<file path="config.mk">
export PLATFORM = sky130hd
export DESIGN_NAME = shannon_fano_code_builder
export DESIGN_NICKNAME = d
export VERILOG_FILES = /design/src/rtl/sfcb_pkg.sv /design/src/rtl/sfcb_ram.sv /design/src/rtl/shannon_fano_code_builder.sv
export SDC_FILE = /design/constraint.sdc
export NUM_CORES = 2
export LEC_CHECK = 0
export BUFFER_PORTS_ARGS = -buffer_cell sky130_fd_sc_hd__buf_2
export CAP_MARGIN = 20
export CORE_ASPECT_RATIO = 1.5
export CORE_UTILIZATION = 61
export DETAILED_ROUTE_END_ITERATION = 7
export PLACE_DENSITY = 0.74
export SLEW_MARGIN = 40
export SYNTH_ARGS = -nofsm -noshare
export SYNTH_HDL_FRONTEND = slang
export SYNTH_SLANG_ARGS = --single-unit
</file>
<file path="constraint.sdc">
create_clock -name clk -period 14.3 [get_ports clk]
set_input_delay 0.715 -clock clk [delete_from_list [all_inputs] [get_ports clk]]
set_output_delay 0.715 -clock clk [all_outputs]
set_load 0.1 [all_outputs]
</file>
<file path="src/rtl/sfcb_pkg.sv">
// ----------------------------------------------------------------------------
// sfcb_pkg
// types and constants shared by the shannon-fano code builder
// ----------------------------------------------------------------------------
package sfcb_pkg;

  localparam int MaxSymbols = 16;
  localparam int IdxBits    = 4;
  localparam int CntBits    = 5;
  localparam int WeightBits = 16;
  localparam int CodeBits   = 15;
  localparam int LenBits    = 4;
  localparam int SumBits    = WeightBits + IdxBits + 1;

  localparam logic [LenBits-1:0] LenMax = LenBits'(CodeBits);

  typedef struct packed {
    logic [WeightBits-1:0] weight;
    logic                  last;
  } in_req_t;

  typedef struct packed {
    logic [IdxBits-1:0]    symbol_index;
    logic [WeightBits-1:0] symbol_weight;
    logic [CodeBits-1:0]   code_bits;
    logic [LenBits-1:0]    code_length;
    logic                  dropped;
    logic                  final_res;
  } out_req_t;

  typedef struct packed {
    logic [WeightBits-1:0] weight;
    logic [IdxBits-1:0]    index;
  } sym_t;

  typedef struct packed {
    logic [CodeBits-1:0] code;
    logic [LenBits-1:0]  len;
  } code_t;

  typedef enum logic [3:0] {
    ST_LOAD,
    ST_SORT_I,
    ST_SORT_LI,
    ST_SORT_CMP,
    ST_SORT_WI,
    ST_SEG,
    ST_SUM,
    ST_WALK,
    ST_BITS_RD,
    ST_BITS_WR,
    ST_PUSH_HI,
    ST_PUSH_LO,
    ST_POP,
    ST_POP_D,
    ST_EMIT_RD,
    ST_EMIT
  } state_t;

endpackage

</file>
<file path="src/rtl/sfcb_ram.sv">
// ----------------------------------------------------------------------------
// sfcb_ram
// single write port, single read port memory with registered read data
// ----------------------------------------------------------------------------
module sfcb_ram #(
  parameter int Width = 8,
  parameter int Depth = 16
) (
  input  logic                     clk,
  input  logic                     we,
  input  logic [$clog2(Depth)-1:0] waddr,
  input  logic [Width-1:0]         wdata,
  input  logic [$clog2(Depth)-1:0] raddr,
  output logic [Width-1:0]         rdata
);

  logic [Width-1:0] mem [Depth];

  always_ff @(posedge clk) begin
    if (we) begin
      mem[waddr] <= wdata;
    end
    rdata <= mem[raddr];
  end

endmodule

</file>
<file path="src/rtl/shannon_fano_code_builder.sv">
// ----------------------------------------------------------------------------
// shannon_fano_code_builder
// loads symbol weights, sorts them, splits segments and emits one code each
// ----------------------------------------------------------------------------
// channel | valid     | stall     | payload
// in      | in_valid  | in_stall  | in_data  (sfcb_pkg::in_req_t)
// out     | out_valid | out_stall | out_data (sfcb_pkg::out_req_t)
//
// a request without last is taken at once; a last request starts the build
// sort: one row per index i, each row ending in a write back to position i
// segment l..h: sums, walk steps toward the split, bits into the codes,
// stack push and pop; then the final pop and the codes out one by one
// reset clears count, overflow flag and control registers; memories are not cleared
// in_stall is high from a last request until the final code is taken
// ----------------------------------------------------------------------------
module shannon_fano_code_builder (
  input  logic               clk,
  input  logic               rst,
  input  logic               in_valid,
  output logic               in_stall,
  input  sfcb_pkg::in_req_t  in_data,
  output logic               out_valid,
  input  logic               out_stall,
  output sfcb_pkg::out_req_t out_data
);

  localparam int IB = sfcb_pkg::IdxBits;
  localparam int CB = sfcb_pkg::CntBits;
  localparam int SB = sfcb_pkg::SumBits;

  sfcb_pkg::state_t state, state_next;

  logic [CB-1:0]  count;
  logic           ovf;
  logic [IB-1:0]  i, j, p, l, h, k, m;
  logic [IB:0]    sp;
  logic [SB-1:0]  total, s1, best;
  logic           first;
  sfcb_pkg::sym_t cur;

  // symbol memory
  logic              s_we;
  logic [IB-1:0]     s_wa, s_ra;
  sfcb_pkg::sym_t    s_wd, s_da;
  // code memory
  logic              c_we;
  logic [IB-1:0]     c_wa, c_ra;
  sfcb_pkg::code_t   c_wd, c_da;
  // segment stack
  logic              g_we;
  logic [IB-1:0]     g_wa, g_ra;
  logic [2*IB-1:0]   g_wd, g_da;

  sfcb_ram #(.Width($bits(sfcb_pkg::sym_t)), .Depth(sfcb_pkg::MaxSymbols)) u_sym (
    .clk, .we(s_we), .waddr(s_wa), .wdata(s_wd), .raddr(s_ra), .rdata(s_da));
  sfcb_ram #(.Width($bits(sfcb_pkg::code_t)), .Depth(sfcb_pkg::MaxSymbols)) u_code (
    .clk, .we(c_we), .waddr(c_wa), .wdata(c_wd), .raddr(c_ra), .rdata(c_da));
  sfcb_ram #(.Width(2*IB), .Depth(sfcb_pkg::MaxSymbols)) u_stack (
    .clk, .we(g_we), .waddr(g_wa), .wdata(g_wd), .raddr(g_ra), .rdata(g_da));

  logic [SB-1:0] s1_cur, s1_new, s2_new, d_new;
  logic [IB-1:0] nlast, lp1, kp1;
  logic          in_acc, out_acc, room, walk_stop, walk_end;

  assign nlast   = IB'(count - CB'(1));
  assign lp1     = l + IB'(1);
  assign kp1     = k + IB'(1);
  assign room    = (count < CB'(sfcb_pkg::MaxSymbols));
  assign in_acc  = in_valid && !in_stall;
  assign out_acc = out_valid && !out_stall;
  assign in_stall  = (state != sfcb_pkg::ST_LOAD);
  assign out_valid = (state == sfcb_pkg::ST_EMIT);

  // walk: s1 holds sum(l..m), split below m moves weight m across
  assign s1_cur    = first ? total : s1;
  assign s1_new    = s1_cur - SB'(s_da.weight);
  assign s2_new    = total - s1_new;
  assign d_new     = (s1_new >= s2_new) ? s1_new - s2_new : s2_new - s1_new;
  assign walk_stop = !first && (d_new >= best);
  assign walk_end  = walk_stop || (m == lp1);

  always_ff @(posedge clk) begin
    if (rst) begin
      state <= sfcb_pkg::ST_LOAD;
    end else begin
      state <= state_next;
    end
  end

  always_comb begin
    state_next = state;
    s_we = 1'b0; s_wa = j; s_wd = cur; s_ra = i;
    c_we = 1'b0; c_wa = p; c_wd = c_da; c_ra = p;
    g_we = 1'b0; g_wa = IB'(sp); g_wd = '0; g_ra = IB'(sp - 1'b1);
    unique case (state)
      sfcb_pkg::ST_LOAD: begin
        if (in_acc && room) begin
          s_we = 1'b1; s_wa = IB'(count);
          s_wd = '{weight: in_data.weight, index: IB'(count)};
          c_we = 1'b1; c_wa = IB'(count); c_wd = '0;
        end
        if (in_acc && in_data.last) state_next = sfcb_pkg::ST_SORT_I;
      end
      sfcb_pkg::ST_SORT_I: state_next = sfcb_pkg::ST_SORT_LI;
      sfcb_pkg::ST_SORT_LI: state_next = sfcb_pkg::ST_SORT_CMP;
      sfcb_pkg::ST_SORT_CMP: begin
        s_ra = j + 1'b1;
        if (s_da.weight > cur.weight) begin
          s_we = 1'b1; s_wa = j; s_wd = cur;
        end
        if (j == nlast) state_next = sfcb_pkg::ST_SORT_WI;
      end
      sfcb_pkg::ST_SORT_WI: begin
        s_we = 1'b1; s_wa = i; s_wd = cur;
        if (i == nlast) begin
          state_next = (count >= CB'(2)) ? sfcb_pkg::ST_SEG : sfcb_pkg::ST_EMIT_RD;
        end else begin
          state_next = sfcb_pkg::ST_SORT_I;
        end
      end
      sfcb_pkg::ST_SEG: begin
        s_ra = l;
        state_next = sfcb_pkg::ST_SUM;
      end
      sfcb_pkg::ST_SUM: begin
        s_ra = (p == h) ? h : p + 1'b1;
        if (p == h) state_next = sfcb_pkg::ST_WALK;
      end
      sfcb_pkg::ST_WALK: begin
        s_ra = m - 1'b1;
        if (walk_end) state_next = sfcb_pkg::ST_BITS_RD;
      end
      sfcb_pkg::ST_BITS_RD: state_next = sfcb_pkg::ST_BITS_WR;
      sfcb_pkg::ST_BITS_WR: begin
        c_we = 1'b1;
        if (c_da.len < sfcb_pkg::LenMax) begin
          c_wd.code = {c_da.code[sfcb_pkg::CodeBits-2:0], (p > k)};
          c_wd.len  = c_da.len + 1'b1;
        end
        state_next = (p == h) ? sfcb_pkg::ST_PUSH_HI : sfcb_pkg::ST_BITS_RD;
      end
      sfcb_pkg::ST_PUSH_HI: begin
        if (kp1 < h) begin
          g_we = 1'b1; g_wd = {kp1, h};
        end
        state_next = sfcb_pkg::ST_PUSH_LO;
      end
      sfcb_pkg::ST_PUSH_LO: begin
        if (l < k) begin
          g_we = 1'b1; g_wd = {l, k};
        end
        state_next = sfcb_pkg::ST_POP;
      end
      sfcb_pkg::ST_POP: begin
        state_next = (sp == '0) ? sfcb_pkg::ST_EMIT_RD : sfcb_pkg::ST_POP_D;
      end
      sfcb_pkg::ST_POP_D: state_next = sfcb_pkg::ST_SEG;
      sfcb_pkg::ST_EMIT_RD: begin
        s_ra = p;
        state_next = sfcb_pkg::ST_EMIT;
      end
      sfcb_pkg::ST_EMIT: begin
        s_ra = p;
        if (out_acc) begin
          state_next = (p == nlast) ? sfcb_pkg::ST_LOAD : sfcb_pkg::ST_EMIT_RD;
        end
      end
      default: state_next = sfcb_pkg::ST_LOAD;
    endcase
  end

  always_ff @(posedge clk) begin
    if (rst) begin
      count <= '0;
      ovf   <= 1'b0;
      sp    <= '0;
      i     <= '0;
      j     <= '0;
      p     <= '0;
      l     <= '0;
      h     <= '0;
      k     <= '0;
      m     <= '0;
      total <= '0;
      s1    <= '0;
      best  <= '0;
      first <= 1'b0;
      cur   <= '0;
    end else begin
      case (state)
        sfcb_pkg::ST_LOAD: begin
          if (in_acc) begin
            if (room) count <= count + 1'b1;
            else ovf <= 1'b1;
            if (in_data.last) i <= '0;
          end
        end
        sfcb_pkg::ST_SORT_LI: begin
          cur <= s_da;
          j   <= i;
        end
        sfcb_pkg::ST_SORT_CMP: begin
          if (s_da.weight > cur.weight) cur <= s_da;
          j <= j + 1'b1;
        end
        sfcb_pkg::ST_SORT_WI: begin
          if (i == nlast) begin
            l  <= '0;
            h  <= nlast;
            p  <= '0;
            sp <= '0;
          end else begin
            i <= i + 1'b1;
          end
        end
        sfcb_pkg::ST_SEG: begin
          p     <= l;
          total <= '0;
        end
        sfcb_pkg::ST_SUM: begin
          total <= total + SB'(s_da.weight);
          if (p == h) begin
            m     <= h;
            first <= 1'b1;
          end else begin
            p <= p + 1'b1;
          end
        end
        sfcb_pkg::ST_WALK: begin
          first <= 1'b0;
          s1    <= s1_new;
          best  <= d_new;
          if (walk_stop) begin
            k <= m;
            p <= l;
          end else if (m == lp1) begin
            k <= l;
            p <= l;
          end else begin
            m <= m - 1'b1;
          end
        end
        sfcb_pkg::ST_BITS_WR: begin
          if (p != h) p <= p + 1'b1;
        end
        sfcb_pkg::ST_PUSH_HI: begin
          if (kp1 < h) sp <= sp + 1'b1;
        end
        sfcb_pkg::ST_PUSH_LO: begin
          if (l < k) sp <= sp + 1'b1;
        end
        sfcb_pkg::ST_POP: begin
          if (sp != '0) sp <= sp - 1'b1;
          else p <= '0;
        end
        sfcb_pkg::ST_POP_D: begin
          l <= g_da[2*IB-1:IB];
          h <= g_da[IB-1:0];
        end
        sfcb_pkg::ST_EMIT: begin
          if (out_acc) begin
            if (p == nlast) begin
              count <= '0;
              ovf   <= 1'b0;
            end else begin
              p <= p + 1'b1;
            end
          end
        end
        default: begin end
      endcase
    end
  end

  assign out_data.symbol_index  = s_da.index;
  assign out_data.symbol_weight = s_da.weight;
  assign out_data.code_bits     = c_da.code;
  assign out_data.code_length   = c_da.len;
  assign out_data.dropped       = ovf;
  assign out_data.final_res     = (p == nlast);

endmodule
</file>
==> results.json <==
{
  "cts.hold.buffers_added": 0,
  "htreeDepth": 3,
  "timing.rr.end": "c_ra[0]",
  "seq_power_share_pct": 37.5,
  "track_usage_pct": 29.7,
  "crit_cells": 50,
  "hp-start": "in_valid",
  "tightest_slew_ns": 0.851,
  "max-vdd-ir-drop_v": 0.000256,
  "switchingPower_mw": 3.49,
  "status": "completed",
  "drt-initial-drc-count": 2851,
  "ant_nets": 0,
  "finalSetupViolCount": 0,
  "yosysWarnings": 0,
  "yosysSeqAreaShare_pct": 61.2,
  "hold_class": "in2reg",
  "max_stage_delay_ns": 0.67,
  "port_buffers": 63,
  "cts_tree": "built",
  "crit_family": "compound AO/OA/AOI/OAI gates",
  "design_area_mm2": 0.0476,
  "placed_area_mm2": 0.0446,
  "grt_pass1_vias": 28200,
  "cp.arrival_ns": 11.45,
  "powerDensity_mw_per_mm2": 196,
  "maxCapViolCount": 0,
  "fin_crit_sh_pct": 76.2,
  "crit_path_start": "first",
  "syn_area_mm2": 0.0426,
  "synth_edf_count": 752,
  "ys_seq_elements": 926,
  "hold_violations": 0,
  "dp_hpwl_mm": 66.0,
  "antenna_found_initial": 1,
  "p_leak_nw": 16.2,
  "post_drt_wl_per_cell_um": 24.3,
  "max-slew-margin-rel_pct": 43.3,
  "end_kind": "flop",
  "clkPwrFrac_pct": 25.1,
  "crit_type": "reg2reg",
  "clk_pin_slew_worst_paths_ns": 0.06,
  "drive_above_1_share_pct": 15.9,
  "grt_setup_unrepaired": "no",
  "worstReg2RegStart": "first",
  "die_w_um": 218,
  "die_area_mm2": 0.0709,
  "overflow": 0,
  "syn_inst": 3278,
  "synth_area_per_cell_um2": 13.0,
  "grt_max_degree": 94,
  "cts.sinks": 926,
  "critPathSlowestCell": "o311ai_1",
  "instances_no_fill": 4312,
  "worstRegToRegCells": 50,
  "path_buf_inv": 5,
  "start_kind": "flop",
  "drc": 0,
  "swShare_pct": 37.4,
  "rows": 118,
  "syn-num-nets": 3444,
  "combinationalPowerShare_pct": 37.4,
  "drt_first_pass_iters": 7,
  "start_util_pct": 61.7,
  "gp_congestion": 0.904,
  "ctsLongestPathBuffers": 3,
  "design.core.area_mm2": 0.0691,
  "routed_wl_mm": 105,
  "cpMostUsedCell": "o21a_1",
  "r2r_slack_ns": 3.41,
  "yosysUniqueCellTypes": 92,
  "insertion_delay_ns": 0.67,
  "hold_path_depth": 3,
  "ctsResizeCount": 0,
  "ios": 64,
  "area_delta_synth_final_pct": 11.8,
  "crit_fanout": 24,
  "worst_ep_required_time_ns": 14.85,
  "synthArstFlopShare_pct": 0,
  "die_height_um": 326,
  "clock_skew_ns": 0.0351,
  "cts-buffers-inserted": 85,
  "setup_tns_ns": 0,
  "dr_total_vias": 27900,
  "fin_nets": 3504,
  "period_minus_slack_ns": 10.89,
  "grt_pass1_wl_mm": 161,
  "p_int_mw": 5.84,
  "postCtsSetupRepairBufs": 0,
  "clockRootBuffer": "clkbuf_16",
  "dp.cells": 4146,
  "holdPathEnd": "ovf",
  "synthFlopType": "edfxtp_1",
  "drv_slew": 0,
  "fmax_ghz": 0.0918,
  "routed_via_density": 6.47
}
[registers in the layout, summed over array words and instances, names as in the netlist, 8 cells and up]
signal / cells
u_stack.mem: 128
best: 21
cur: 20
u_sym.rdata: 20
s1: 21
u_sym.mem: 320
u_stack.rdata: 8
total: 21
u_code.rdata: 19
u_code.mem: 304
[worst register-to-register path: cells and delay by family, from the launching register on]
family / cells / cell delay (ns)
xor+xnor: 3 / 0.53
mux: 2 / 0.52
flops: 1 / 0.30
buf+inv: 5 / 1.02
simple gates: 8 / 1.15
compound gates: 26 / 5.24
fa+ha+maj: 6 / 2.05
[stage by stage]
step	setup slack [ns]	power, mW	utilization (%)	hold WS [ns]
6_report	3.41	9.33	68.9	0.399
3_3_place_gp	3.90	6.84	63.8	0.426
2_1_floorplan	3.91	6.02	-	0.417
3_5_place_dp	3.56	6.99	64.5	0.430
5_1_grt	2.44	9.77	68.9	0.399
4_1_cts	3.50	9.32	68.7	0.379
[cells in the mapped netlist, types with 18 or more instances]
master,n,share of area [%]
clkbuf_1,142,1.3
nand2b_1,19,0.28
mux4_2,135,7.1
o21ai_0,99,1.2
a311oi_1,24,0.49
xor2_1,34,0.70
a22oi_1,22,0.39
o21a_1,26,0.46
nand3_1,52,0.61
a31oi_1,63,0.92
inv_1,142,1.3
dfxtp_1,174,8.2
a21o_1,22,0.39
mux2i_1,56,1.3
buf_1,32,0.28
nor2b_1,24,0.35
a21oi_1,121,1.4
and2_1,65,0.95
a211oi_1,118,2.1
nor2_1,200,1.8
ha_1,140,4.1
mux2_2,18,0.48
a311o_1,24,0.56
nor3_1,35,0.41
edfxtp_1,752,53
nand2_1,427,3.8
xnor2_1,70,1.4
o211ai_1,31,0.55
[cell usage in the layout, fill, tap and decap left out, types with 31 or more instances in the layout]
cell,n
ha_1,140
o21ai_0,82
buf_2,62
mux2i_1,56
xor2_1,34
and2_1,65
a31oi_1,58
o211ai_1,31
nand2_1,426
inv_1,142
nor2_1,163
nor3_1,32
buf_4,60
xnor2_1,69
mux4_2,135
dfxtp_1,169
clkbuf_16,88
edfxtp_1,752
a21oi_1,120
a211oi_1,117
nand3_1,52
[power by group through the flow]
stage               logic [mW]  clock network (mW)  registers [mW]
floorplan                 2.18                   0            3.84
global placement          3.29                   0            3.55
detailed placement        3.43                   0            3.55
CTS                       3.46                2.36            3.50
global route              3.81                2.45            3.51
finish                    3.49                2.34            3.50
[kinds of logic (layout without fill, tap and decap cells)]
family          after synthesis  in the layout  share of synthesized area, %
flops                       926            926                          61.2
simple gates                897            897                          9.35
compound gates              665            665                          10.9
buf+inv                     322            454                          2.87
mux                         210            210                          8.96
fa+ha+maj                   150            150                          4.47
xor+xnor                    108            108                          2.32
other cells                   0              2                             0
[cell type report]
class / count / area (um^2)
Sequential cell: 926 / 26100
Antenna cell: 2 / 5.00
Inverter: 143 / 537
Tap cell: 900 / 1130
Timing Repair Buffer: 152 / 1290
Multi-Input combinational cell: 2030 / 15700
Fill cell: 4672 / 21500
Clock inverter: 56 / 603
Clock buffer: 103 / 2270
[worst max path at each step]
stage,endpoint
floorplan,c_ra[3]
global placement,c_ra[2]
detailed placement,c_ra[3]
CTS,c_ra[3]
global route,c_ra[0]
finish,c_ra[0]
[metal layers]
layer | share of wire (%) | wire length, um | vias to the layer above | global-route usage, %
li1 | - | - | 12500 | -
met2 | 53 | 55000 | 1103 | 52.5
met1 | 37 | 38900 | 14000 | 35.5
met3 | 6.1 | 6340 | 270 | 4.15
met4 | 4.2 | 4440 | 2 | 14.3
met5 | 0.014 | 15 | - | 0
No activity file was read; power rests on OpenSTA's default activity.
